$ cat config.mk
export PLATFORM = sky130hd
export DESIGN_NAME = fletcher32_byte_stream_checksum_core
export DESIGN_NICKNAME = d
export VERILOG_FILES = /design/src/hdl/f32_pkg.sv /design/src/hdl/fletcher32_byte_stream_checksum_core.sv /design/src/hdl/f32_fold_out.sv
export VERILOG_INCLUDE_DIRS = /design/src /design/src/hdl
export SDC_FILE = /design/constraint.sdc
export NUM_CORES = 1
export LEC_CHECK = 0
export ABC_AREA = 1
export BUFFER_PORTS_ARGS = -buffer_cell sky130_fd_sc_hd__buf_2
export CORE_MARGIN = 4
export CORE_UTILIZATION = 50
export CTS_BUF_LIST = sky130_fd_sc_hd__clkbuf_8
export CTS_CLUSTER_SIZE = 10
export DETAILED_ROUTE_END_ITERATION = 10
export PLACE_DENSITY_LB_ADDON = 0.08
export RECOVER_POWER = 25
export SETUP_SLACK_MARGIN = 0.02
export SLEW_MARGIN = 20
export SYNTH_ARGS = -nofsm -noshare
export SYNTH_HDL_FRONTEND = slang
export SYNTH_SLANG_ARGS = --single-unit
$ cat constraint.sdc
create_clock -name i_clk -period 4.51 [get_ports i_clk]
set_input_delay 0.902 -clock i_clk [delete_from_list [all_inputs] [get_ports i_clk]]
set_output_delay 0.902 -clock i_clk [all_outputs]
set_load 0.01 [all_outputs]
$ cat src/hdl/fletcher32_byte_stream_checksum_core_macros.svh
// Assertion macros shared by the checksum core RTL.
`ifndef FLETCHER32_BYTE_STREAM_CHECKSUM_CORE_MACROS_SVH
`define FLETCHER32_BYTE_STREAM_CHECKSUM_CORE_MACROS_SVH

// Same-cycle implication, checked on every edge out of reset.
`define F32_ASSERT_IMPL(label, ante, cons) \
    label: assert property (@(posedge i_clk) disable iff (!i_rst_n) (ante) |-> (cons)) \
        else $error("checksum core: same-cycle check failed");

// Next-cycle implication, checked on every edge out of reset.
`define F32_ASSERT_NEXT(label, ante, cons) \
    label: assert property (@(posedge i_clk) disable iff (!i_rst_n) (ante) |=> (cons)) \
        else $error("checksum core: next-cycle check failed");

`endif

$ cat src/hdl/f32_pkg.sv
package f32_pkg;

    localparam int          BLOCK_WORDS = 360;
    localparam int          WIB_W       = 9;
    localparam logic [31:0] SUM_INIT    = 32'h0000_ffff;

    // Sums captured at the end of a message, waiting for the final folds.
    typedef struct packed {
        logic [31:0] sum1;
        logic [31:0] sum2;
        logic        two_folds;
    } t_fin;

    // Add the high half of a sum into its low 16 bits.
    function automatic logic [31:0] fold16(input logic [31:0] v);
        return {16'h0000, v[15:0]} + {16'h0000, v[31:16]};
    endfunction

endpackage

$ cat src/hdl/fletcher32_byte_stream_checksum_core.sv
// Channel  | valid    | ready    | payload
// ---------+----------+----------+------------------------------
// byte in  | i_valid  | o_ready  | i_data_byte, i_last_byte
// sum out  | o_valid  | i_ready  | o_checksum
//
// One byte is taken every cycle while o_ready is high; the sum update is two
// chained 32-bit adds. The checksum of a message passes through the finish
// register and then the fold/output register after its last byte is taken.
// Reset (synchronous, active low) returns both sums to 0xffff and empties
// both stages. A stalled output holds; the finish register then fills and
// o_ready drops only while both stages are full.
module fletcher32_byte_stream_checksum_core
    import f32_pkg::*;
(
    input  logic        i_clk,
    input  logic        i_rst_n,
    input  logic        i_valid,
    output logic        o_ready,
    input  logic [7:0]  i_data_byte,
    input  logic        i_last_byte,
    output logic        o_valid,
    input  logic        i_ready,
    output logic [31:0] o_checksum
);

    `include "fletcher32_byte_stream_checksum_core_macros.svh"

    // Running message state.
    logic [31:0]      r_s1, n_s1;
    logic [31:0]      r_s2, n_s2;
    logic [WIB_W-1:0] r_wib, n_wib;
    logic             r_any, n_any;
    logic             r_pending, n_pending;
    logic [7:0]       r_held, n_held;

    // Finish stage: sums of a completed message.
    logic             r_fin_vld, n_fin_vld;
    t_fin             r_fin, n_fin;
    logic             fin_ready;

    logic             in_fire;
    logic [15:0]      addend;
    logic [31:0]      s1a, s2a;

    assign o_ready = !r_fin_vld || fin_ready;
    assign in_fire = i_valid && o_ready;

    // A full word when a low byte is held, otherwise the lone trailing byte.
    assign addend = r_pending ? {i_data_byte, r_held} : {8'h00, i_data_byte};
    assign s1a    = r_s1 + {16'h0000, addend};
    assign s2a    = r_s2 + s1a;

    always_comb begin
        n_s1      = r_s1;
        n_s2      = r_s2;
        n_wib     = r_wib;
        n_any     = r_any;
        n_pending = r_pending;
        n_held    = r_held;
        n_fin     = r_fin;
        n_fin_vld = r_fin_vld && !fin_ready;

        if (in_fire) begin
            if (i_last_byte) begin
                // Close the message: hand the sums to the finish stage.
                n_fin_vld = 1'b1;
                if (r_pending || r_any) begin
                    n_fin = '{sum1: s1a, sum2: s2a, two_folds: 1'b1};
                end else begin
                    // Single byte, no word seen: sums stay untouched.
                    n_fin = '{sum1: r_s1, sum2: r_s2, two_folds: 1'b0};
                end
                n_s1      = SUM_INIT;
                n_s2      = SUM_INIT;
                n_wib     = '0;
                n_any     = 1'b0;
                n_pending = 1'b0;
            end else if (r_pending) begin
                // High byte completes the word.
                n_s1      = s1a;
                n_s2      = s2a;
                n_wib     = r_wib + 1'b1;
                n_any     = 1'b1;
                n_pending = 1'b0;
            end else begin
                // Low byte of a new word: make the deferred block fold first.
                if (r_wib >= WIB_W'(BLOCK_WORDS)) begin
                    n_s1  = fold16(r_s1);
                    n_s2  = fold16(r_s2);
                    n_wib = '0;
                end
                n_held    = i_data_byte;
                n_pending = 1'b1;
            end
        end
    end

    always_ff @(posedge i_clk) begin
        if (!i_rst_n) begin
            r_s1      <= SUM_INIT;
            r_s2      <= SUM_INIT;
            r_wib     <= '0;
            r_any     <= 1'b0;
            r_pending <= 1'b0;
            r_fin_vld <= 1'b0;
        end else begin
            r_s1      <= n_s1;
            r_s2      <= n_s2;
            r_wib     <= n_wib;
            r_any     <= n_any;
            r_pending <= n_pending;
            r_fin_vld <= n_fin_vld;
        end
    end

    // Payload: no reset needed.
    always_ff @(posedge i_clk) begin
        r_held <= n_held;
        r_fin  <= n_fin;
    end

    f32_fold_out u_fold_out (
        .i_clk       (i_clk),
        .i_rst_n     (i_rst_n),
        .i_fin_valid (r_fin_vld),
        .o_fin_ready (fin_ready),
        .i_fin       (r_fin),
        .o_valid     (o_valid),
        .i_ready     (i_ready),
        .o_checksum  (o_checksum)
    );

    // Block counter never runs past one block.
    `F32_ASSERT_IMPL(a_wib_range, 1'b1, r_wib <= WIB_W'(BLOCK_WORDS))
    // Last byte leaves a fresh message state and a loaded finish stage.
    `F32_ASSERT_NEXT(a_last_clears, in_fire && i_last_byte, !r_pending && !r_any && r_wib == '0 && r_s1 == SUM_INIT && r_s2 == SUM_INIT && r_fin_vld)
    // A finish entry that is not taken holds.
    `F32_ASSERT_NEXT(a_fin_hold, r_fin_vld && !fin_ready, r_fin_vld && $stable(r_fin))
    // Input stalls only while both stages are full.
    `F32_ASSERT_IMPL(a_ready_full, !o_ready, r_fin_vld && o_valid && !i_ready)

endmodule

$ cat src/hdl/f32_fold_out.sv
module f32_fold_out
    import f32_pkg::*;
(
    input  logic        i_clk,
    input  logic        i_rst_n,
    input  logic        i_fin_valid,
    output logic        o_fin_ready,
    input  t_fin        i_fin,
    output logic        o_valid,
    input  logic        i_ready,
    output logic [31:0] o_checksum
);

    logic        r_vld;
    logic [31:0] r_sum;
    logic        take;
    logic [31:0] f1, f2, c1, c2;

    assign o_fin_ready = !r_vld || i_ready;
    assign take        = i_fin_valid && o_fin_ready;

    // Block fold (when due) followed by the final fold.
    always_comb begin
        f1 = fold16(i_fin.sum1);
        f2 = fold16(i_fin.sum2);
        c1 = i_fin.two_folds ? fold16(f1) : f1;
        c2 = i_fin.two_folds ? fold16(f2) : f2;
    end

    always_ff @(posedge i_clk) begin
        if (!i_rst_n) begin
            r_vld <= 1'b0;
        end else if (take) begin
            r_vld <= 1'b1;
        end else if (i_ready) begin
            r_vld <= 1'b0;
        end
    end

    always_ff @(posedge i_clk) begin
        if (take) begin
            r_sum <= {c2[15:0], 16'h0000} | c1;
        end
    end

    assign o_valid    = r_vld;
    assign o_checksum = r_sum;

endmodule

== Word-level counts from Yosys, hierarchy flattened ==
Cells that the tools add are included.

* Logic and storage cells: 62
* Bits in registers: 182
* Output and inout bits: 34

* Mux-type cells: 21
* Add/subtract/negate cells: 9
* Bitwise operators: 3
* Reductions and logical operators: 16
* Order comparisons: 1

{| class="wikitable"
|+ Operators by type and width
! operator !! count
|-
| $mux W32 || 7
|-
| $add A16 B16 Y17 || 5
|-
| $mux W65 || 1
|-
| $add A32 B16 Y32 || 1
|-
| $add A32 B32 Y32 || 1
|-
| $mux W16 || 2
|-
| $or A32 B32 Y32 || 1
|-
| $mux W9 || 3
|-
| $add A16 B1 Y16 || 1
|-
| $add A9 B1 Y9 const B || 1
|-
| $ge A9 B9 Y1 const B || 1
|-
| $mux W1 || 8
|-
| $reduce_and A2 Y1 || 3
|-
| $reduce_bool A2 Y1 || 2
|-
| $logic_and A1 B1 Y1 || 3
|-
| $logic_not A1 Y1 || 3
|-
| $logic_or A1 B1 Y1 || 3
|-
| $reduce_and A3 Y1 || 1
|-
| $reduce_bool A3 Y1 || 1
|-
| $not A1 Y1 || 2
|}

== Logic depth before layout (Yosys ltp) ==
Gate-level depths: netlist of the first run.

* Depth in word-level cells: 6
* Mapped depth: 31

== By module ==
From an unflattened synthesis of the first run, not the netlist that was laid out.

* Cells, all modules: 2159
* Area, all modules: 14984.4 µm²

{| class="wikitable"
|+ Modules (own cells, without submodules)
! module !! sequential area each (µm²) !! area an instance (µm²) !! cells each !! times used
|-
| fletcher32_byte_stream_checksum_core || 3713.6 || 11044.3 || 1557 || 1
|-
| f32_fold_out || 980.9 || 3940.0 || 602 || 1
|}

== Worst setup path after synthesis of the first run ==
Ideal clock, no wire load.

* Kind: in2reg
* Start: input i_ready
* End: register r_fin[0] (netlist name) (enable)
* Setup slack: 0.063 ns
* Required time: 4.022 ns
* Setup time: 0.488 ns
* Cell stages on the path: 4
* Arrival: 3.959 ns
* Cell sequence: inv_1 > nand3_1 > nand2_1 > nor2_1

* Word-level cells in the longest chain between the ends: 4

{| class="wikitable"
|+ RTL lines
! element !! RTL line !! source
|-
| start, declared || fletcher32_byte_stream_checksum_core.sv:22 || <nowiki>input logic i_ready,</nowiki>
|-
| $logic_or A1 B1 Y1 || f32_fold_out.sv:19 || <nowiki>assign o_fin_ready = !r_vld || i_ready;</nowiki>
|-
| $logic_or A1 B1 Y1 || fletcher32_byte_stream_checksum_core.sv:45 || <nowiki>assign o_ready = !r_fin_vld || fin_ready;</nowiki>
|-
| net o_ready || fletcher32_byte_stream_checksum_core.sv:18 || <nowiki>output logic o_ready,</nowiki>
|-
| $logic_and A1 B1 Y1 || fletcher32_byte_stream_checksum_core.sv:46 || <nowiki>assign in_fire = i_valid && o_ready;</nowiki>
|-
| $reduce_and A2 Y1 (no source line) || - ||
|-
| end signal, assigned || fletcher32_byte_stream_checksum_core.sv:119 || <nowiki>r_fin <= n_fin;</nowiki>
|-
| end, declared || fletcher32_byte_stream_checksum_core.sv:38 || <nowiki>t_fin r_fin, n_fin;</nowiki>
|}

The timed path passes the listed nets, and every way through them passes these cells.
A chain may end at the register's enable or synchronous reset.

== Worst setup path in the final report of the first run ==
* Start: input i_data_byte[6]
* End: register r_fin[32] (netlist name) (data pin)

* Word-level cells in the longest chain between the ends: 4

{| class="wikitable"
|+ RTL lines
! element !! RTL line !! source
|-
| start, declared || fletcher32_byte_stream_checksum_core.sv:19 || <nowiki>input logic [7:0] i_data_byte,</nowiki>
|-
| $mux W16 || fletcher32_byte_stream_checksum_core.sv:49 || <nowiki>assign addend = r_pending ? {i_data_byte, r_held} : {8'h00, i_data_byte};</nowiki>
|-
| $add A32 B16 Y32 || fletcher32_byte_stream_checksum_core.sv:50 || <nowiki>assign s1a = r_s1 + {16'h0000, addend};</nowiki>
|-
| $add A32 B32 Y32 || fletcher32_byte_stream_checksum_core.sv:51 || <nowiki>assign s2a = r_s2 + s1a;</nowiki>
|-
| $mux W65 || fletcher32_byte_stream_checksum_core.sv:67 || <nowiki>if (r_pending || r_any) begin</nowiki>
|}

No other way between the ends.

==> results of run 1 <==
[power by group]
| part | total, mW | internal, mW | leakage [nW] | switching, mW |
|---|---|---|---|---|
| Combinational | 2.12 | 0.834 | 5.68 | 1.29 |
| Clock | 1.21 | 0.473 | 0.203 | 0.739 |
| Sequential | 1.90 | 1.85 | 1.60 | 0.0506 |
[stage by stage]
stage	utilization (%)	instance area, µm²	TNS, ns	power (mW)
after CTS	58.05	16300	0	5.204
final	57.93	16270	0	5.232
after detailed placement	56.57	15890	-1.022	4.006
after floorplan	-	14380	0	3.133
after global routing	57.93	16270	0	5.522
after global placement	56.57	15890	-0.2845	3.998
[routing by layer]
| layer | part of all wire [%] | up-vias | GRT usage [%] | wire length (µm) |
|---|---|---|---|---|
| met4 | 2.9 | 0 | 8.991 | 1363 |
| met2 | 44 | 499 | 46.73 | 20470 |
| met1 | 46 | 6553 | 41.57 | 21220 |
| met3 | 7.5 | 63 | 3.963 | 3514 |
| met5 | 0 | - | 0 | 0 |
| li1 | - | 7074 | - | - |
[layout by cell type (no fill, tap or decap), types with 6 or more instances in the layout]
cell type	synthesis	final
o21ai_1	5	9
nor2_2	10	12
a21o_1	9	9
inv_1	214	212
o21bai_1	9	9
o211ai_1	15	15
nor4_1	9	9
nor3_1	17	17
a21oi_1	182	181
edfxtp_1	105	105
ha_1	121	121
o21a_1	13	13
clkbuf_1	30	43
buf_4	0	125
xnor2_1	27	27
or2_2	14	14
nand4_1	17	17
fa_1	6	6
nand2_2	8	9
nor2_1	151	147
clkbuf_8	0	17
o21ai_0	110	106
nand3_1	156	156
a31oi_1	8	8
nand3b_1	11	11
nand2_1	591	590
xor2_1	43	41
dfxtp_1	77	77
[timing repair]
item / in CTS / in global routing
setup endpoints to repair: 0 / 12
endpoints found under the hold margin: 0 / 0
resized for setup: 0 / 10
[registers in the layout (all words and copies together), names as in the netlist]
| signal | cells |
|---|---|
| r_pending | 1 |
| r_any | 1 |
| r_fin_vld | 1 |
| r_s2 | 32 |
| r_fin | 65 |
| r_s1 | 32 |
| u_fold_out.o_checksum | 32 |
| u_fold_out.o_valid | 1 |
| r_wib | 9 |
| r_held | 8 |
[synth_stat cells (5+ instances only)]
cell type and count:
buf_1 7, nand3_2 5, o21bai_1 9, o211ai_1 15, ha_1 121, nor4_1 9
inv_1 214, or2_2 14, clkbuf_1 30, nor2_2 10, nand2_1 591, o221ai_1 5
a21oi_1 182, nand4_1 17, o21ai_0 110, o21a_1 13, buf_2 7, xor2_1 43
nor3_1 17, nor2_1 151, a31oi_1 8, nand2_2 8, nand3b_1 11, a211oi_1 5
fa_1 6, o21ai_1 5, dfxtp_1 77, nand3_1 156, edfxtp_1 105, xnor2_1 27
a21o_1 9
[worst max-delay path, cell delays in order]
cell	delay [ns]
clkbuf_1	0.12
nand2_1	0.08
nand2_1	0.07
ha_1	0.36
nand2_1	0.11
buf_4	0.14
nor2_1	0.07
nand2_1	0.05
nand2_1	0.13
a31o_2	0.23
xor2_1	0.30
inv_1	0.14
ha_1	0.37
nand2_1	0.10
nor2_1	0.14
inv_1	0.09
nor3_1	0.25
nand2_1	0.09
nand2_1	0.15
nand3_1	0.09
nand2_1	0.09
nand3_1	0.10
nand3_1	0.09
o21ai_0	0.12
[cell type report]
cell class | count | area [µm²]
inverter | 219 | 822.0
fill | 2814 | 11820
clock inverter | 15 | 180.2
multi-input combinational | 1580 | 8741
timing repair buffer | 173 | 1125
clock buffer | 17 | 234.0
tap | 378 | 473.0
sequential | 182 | 4695
[worst paths after layout]
path                   from                  to  slack [ns]  depth (start not counted)
max          i_data_byte[6]           r_fin[32]        0.29                         24
min               r_fin_vld  u_fold_out.o_valid        0.50                          2
max reg2reg       r_pending           r_fin[23]        0.32                         20
min reg2reg       r_fin_vld  u_fold_out.o_valid        0.50                          2
[kinds of logic (layout without fill, tap and decap cells)]
kind of cell | after synthesis | in the layout | synth area share, %
fa+ha+maj | 127 | 127 | 11.37
compound gates | 376 | 376 | 14.51
xor+xnor | 74 | 74 | 4.874
simple gates | 1002 | 1002 | 29.59
flops | 182 | 182 | 32.66
buf+inv | 263 | 424 | 6.928
mux | 1 | 1 | 0.06963
==> parameters.txt, run 1 <==
Parameter                              Value

GRT
  Vias in the first global route    12910
  Initial antenna violation count    1
  Global-route wire length before repair    ~70000 µm
  Leftover overflow at the end of global routing    0
  Global-route total usage across every layer    29.35%
  Largest net degree at the start of global routing    a little over 60

Status
  Failing checks    max-capacitance violations, max-slew violations
  Status    finished with violations

Logic synthesis
  Cell taking the most area after synthesis    edfxtp_1
  Share of Yosys cell area claimed by the top area cell type    21.93%
  Number of warnings issued by yosys    0
  Unique masters post-synth    54
  Flip-flop cell with the highest count after synthesis    edfxtp_1
  Synth Register Bits    182
  Cell Area, Synth    between 10000 and 15000 µm²
  Sequential-to-total area share from yosys stat    32.66%
  Post-synthesis instance total    between 2000 and 2500
  Post-synth net total    2165
  Cells taking the most area after synthesis    edfxtp_1 22%, nand2_1 15%, dfxtp_1 11%
  Mapped Avg Cell Area    just over 7 µm²
  Asr flop ratio synth    0%
  Number of flops mapped to enable cells by yosys    105

Placed design
  Dpl ws    -0.1852 ns
  Number of input and output port buffers inserted    46
  DP HPWL    36980 µm
  Placer Congestion    1.002
  Cells after DPL    2532

CTS
  H-tree lvl count    4
  Count of buffers added by post-CTS timing repair for setup    0
  Root Buffer Master    clkbuf_8
  Clock tree from TritonCTS    built
  Clock-pin transition on the worst setup and hold timing paths    roughly 0.11 ns
  Deepest clock path buffer count    2
  Total clock buffers created by CTS    17
  Hold-fix buffer count after cts    0
  Clock sink total    182
  Clock latency at the later pin of the worst-skew pair    0.48 ns

Drt
  Number of optimization iterations in the first detailed-route pass    6
  Number of nets with antenna violations after detailed routing    0
  Routed length per placed instance    18.16 µm
  Routed via count    14190
  Drt first-iter violations    1336
  Detail-routed via count per cell    5.534
  DRC    0
  Drt total wl    46570 µm

Floorplanning
  # IOs    47
  Count of standard-cell rows    61
  Starting density of the core    51.18%
  Placeable Area    28090 µm²
  Overall die height    177.6 µm
  Horiz. Die Dim    177.6 µm
  Die Outline Area    31530 µm²

Timing
  Final period utilization    93.53%
  Final-report setup violation count    0
  Worst Setup Slack, final    0.2916 ns
  Achievable clock frequency    ~240 MHz
  Setup skew after layout    roughly 0.030 ns
  Final critical delay including setup and external delays    4.218 ns
  Fin Hold WS    0.4952 ns
  Remaining max-slew budget at the tightest pin    -76.12%
  Unrepaired setup endpoints after global routing    false
  Final Hold Violating Endpoints    0
  Transition time of the tightest slew-check pin    ~2.6 ns
  Fin. max-slew vios    66

Setup path
  Arr. time, crit path    approximately 4.4 ns
  Maximum fanout along the worst path    4
  Endpoint type of the worst setup path    register
  Nature of the critical path startpoint    primary input
  Worst Path Required    4.68 ns
  Critical path start-end classification    primary input to register

Power and ir drop
  Worst IR drop on VDD    181.0 µV
  P per Cell Area    approximately 320 nW/µm²
  Static Leakage    7.484 nW

Hold path
  Class of the tightest hold or removal check    register to register

Cells and area
  Area growth from synthesis to layout    13.18%
  Share of final-layout standard cells stronger than drive strength 1    10.38%
  Post-layout net count    2313
  Non-filler instance count after layout    2564
  Diodes inserted    0

Job
  Max-capacitance violation count    2
Power figures use the tool's default switching activity.
==> inputs of run 2 (changes only) <==
Settings changed: MAX_ROUTING_LAYER from default to met4.
==> parameters.txt, run 2 (synthesized netlist as in run 1, its figures left out) <==
Parameter                              Value

CTS
  Count of buffers added by post-CTS timing repair for setup    0 (unchanged)
  Hold-fix buffer count after cts    0 (unchanged)
  Total clock buffers created by CTS    17 (unchanged)
  Root Buffer Master    clkbuf_8
  Clock latency at the later pin of the worst-skew pair    0.48 ns (about the same)
  Clock-pin transition on the worst setup and hold timing paths    0.12 ns (about the same)
  Post_cts resized    0 (unchanged)
  Clock sink total    182 (unchanged)
  Deepest clock path buffer count    2 (unchanged)
  H-tree lvl count    4 (unchanged)
  Clock tree from TritonCTS    built

Hold path
  Launch point of the worst hold path    r_wib[1]
  Class of the tightest hold or removal check    register to register

Setup path
  Endpoint type of the worst setup path    register
  Maximum fanout along the worst path    17 (+13)
  Arr. time, crit path    4.43 ns (+0.04 ns)
  Reg2reg start    r_pending
  Crit path from    r_pending
  Critical path start-end classification    register to register
  Nature of the critical path startpoint    register
  R2R Setup Slk    0.30 ns (-0.02 ns)
  Worst Path Required    4.73 ns (+0.05 ns)

Timing
  Final-report setup violation count    0 (unchanged)
  Summed negative setup slack over all endpoints    0 ns (unchanged)
  Transition time of the tightest slew-check pin    2.754 ns (+0.1120 ns)
  Final period utilization    93.38% (-0.15 points)
  Final Hold Violating Endpoints    0 (unchanged)
  Fin. max-slew vios    100 (+52%)
  Remaining max-slew budget at the tightest pin    -83.59% (-7.5 points)
  Fin Hold WS    0.4900 ns (-0.005144 ns)
  Achievable clock frequency    237.4 MHz (+0.16%)
  Final critical delay including setup and external delays    4.211 ns (-0.006926 ns)
  Setup skew after layout    0.02425 ns (-0.005797 ns)
  Unrepaired setup endpoints after global routing    true

Drt
  Drt first-iter violations    1393 (+4.3%)
  Routed length per placed instance    18.53 µm (+2.0%)
  Number of nets with antenna violations after detailed routing    0 (unchanged)
  Routed wire length on met2    21530 µm (+5.2%)
  Routed via count    14310 (+0.84%)
  Uppermost metal layer occupied by signal nets    met4
  Drt total wl    47750 µm (+2.5%)
  DRC    0 (unchanged)
  Detail-routed via count per cell    5.554 (+0.37%)
  Total met3 wirelength after detailed routing    3366 µm (-4.2%)
  Number of optimization iterations in the first detailed-route pass    7 (+1)
  M1 wire length    21940 µm (+3.4%)

Cells and area
  Area growth from synthesis to layout    14.02%
  Diodes inserted    0 (unchanged)
  Most common cell after layout, fill and taps aside    nand2_1
  Number of flip-flops in the largest register    65 (unchanged)
  Post-layout net count    2325 (+0.52%)
  Register with the most flip-flops    r_fin
  Share of final-layout standard cells stronger than drive strength 1    12.47% (+2.1 points)
  Most used cells in the layout excluding fill and tap cells    590 x nand2_1, 213 x inv_1, 180 x a21oi_1, 156 x nand3_1, 147 x nor2_1

GRT
  Largest net degree at the start of global routing    78 (+26%)
  Vias in the first global route    13070 (+1.3%)
  Global-route wire length before repair    73140 µm (+2.9%)
  Leftover overflow at the end of global routing    0 (unchanged)
  Initial antenna violation count    0 (-1)
  Global-route total usage across every layer    30.99% (+1.6 points)

Placed design
  DP HPWL    37790 µm (+2.2%)
  Number of input and output port buffers inserted    46 (unchanged)
  Placer Congestion    1.021 (+1.9%)

Floorplanning
  # IOs    47 (unchanged)
  Die Outline Area    31530 µm² (unchanged)
  Count of standard-cell rows    61 (unchanged)
  Horiz. Die Dim    177.6 µm (unchanged)
  Starting density of the core    51.18% (unchanged)
  Overall die height    177.6 µm (unchanged)
  Placeable Area    28090 µm² (unchanged)

Status
  Status    finished with violations
  Failing checks    max-capacitance violations, max-slew violations

Power and ir drop
  Static Leakage    7.635 nW (+2.0%)
  Worst IR drop on VDD    198.5 µV (+9.7%)
  P per Cell Area    323.4 nW/µm² (+0.55%)
  Post-route total power    5.300 mW (+1.3%)

Job
  Max-capacitance violation count    3 (+1)
## run 2: cell count changes in the layout (fill, tap and decap cells not counted), sizes merged
cell	delta
buf	+44
clkbuf	-31
clkinv	+2
clkinvlp	-2
inv	-1
## run 2: final cells by class
type	count	area, µm²
timing repair buffer	185	1252
inverter	219	822.0
clock inverter	14	165.2
clock buffer	18	247.7
tap	378	473.0
multi-input combinational	1580	8736
sequential	182	4695
fill	2762	11700
## run 2: worst max-delay path, stage by stage (launching register included)
cell	delay (ns)
dfxtp_1	0.34
buf_4	0.19
nand2_1	0.08
nand2_1	0.06
ha_1	0.20
fa_1	0.38
nand2_1	0.07
nand2_1	0.06
o21ai_2	0.10
inv_1	0.10
a21oi_2	0.22
buf_4	0.14
inv_1	0.04
nand3_1	0.08
nand3_1	0.07
nand2_1	0.17
inv_1	0.12
ha_2	0.41
nand2_1	0.11
nor2_1	0.19
nand2_1	0.12
or2_2	0.34
nand3_1	0.09
nand2_1	0.07
nand3_1	0.07
nand2_1	0.11
## run 2: per-layer routing
| layer | vias up | GRT usage (%) |
|---|---|---|
| li1 | 7095 | - |
| met1 | 6640 | 43.32 |
| met2 | 509 | 48.91 |
| met3 | 64 | 3.387 |
| met4 | 0 | 6.703 |
| met5 | - | - |
## run 2: report_power, final
group	internal (mW)	total, mW	switching (mW)
sequential	1.85	1.90	0.0518
clock	0.482	1.21	0.725
combinational	0.878	2.19	1.31
## run 2: metrics by stage
step	util (%)	setup WS (ns)	area (µm²)	cells
after floorplan	-	0.06302	14380	2025
after global placement	56.89	-0.1521	15980	2544
after detailed placement	56.89	-0.1441	15980	2544
after CTS	58.36	0.2949	16390	2576
after global routing	58.36	-0.0003091	16390	2576
final	58.36	0.2985	16390	2576
## run 2: final timing paths
check                                  to  depth (start not counted)
worst max-delay path            r_fin[26]                         25
worst min-delay path             r_wib[1]                          2
worst max register to register  r_fin[26]                         25
worst min register to register   r_wib[1]                          2
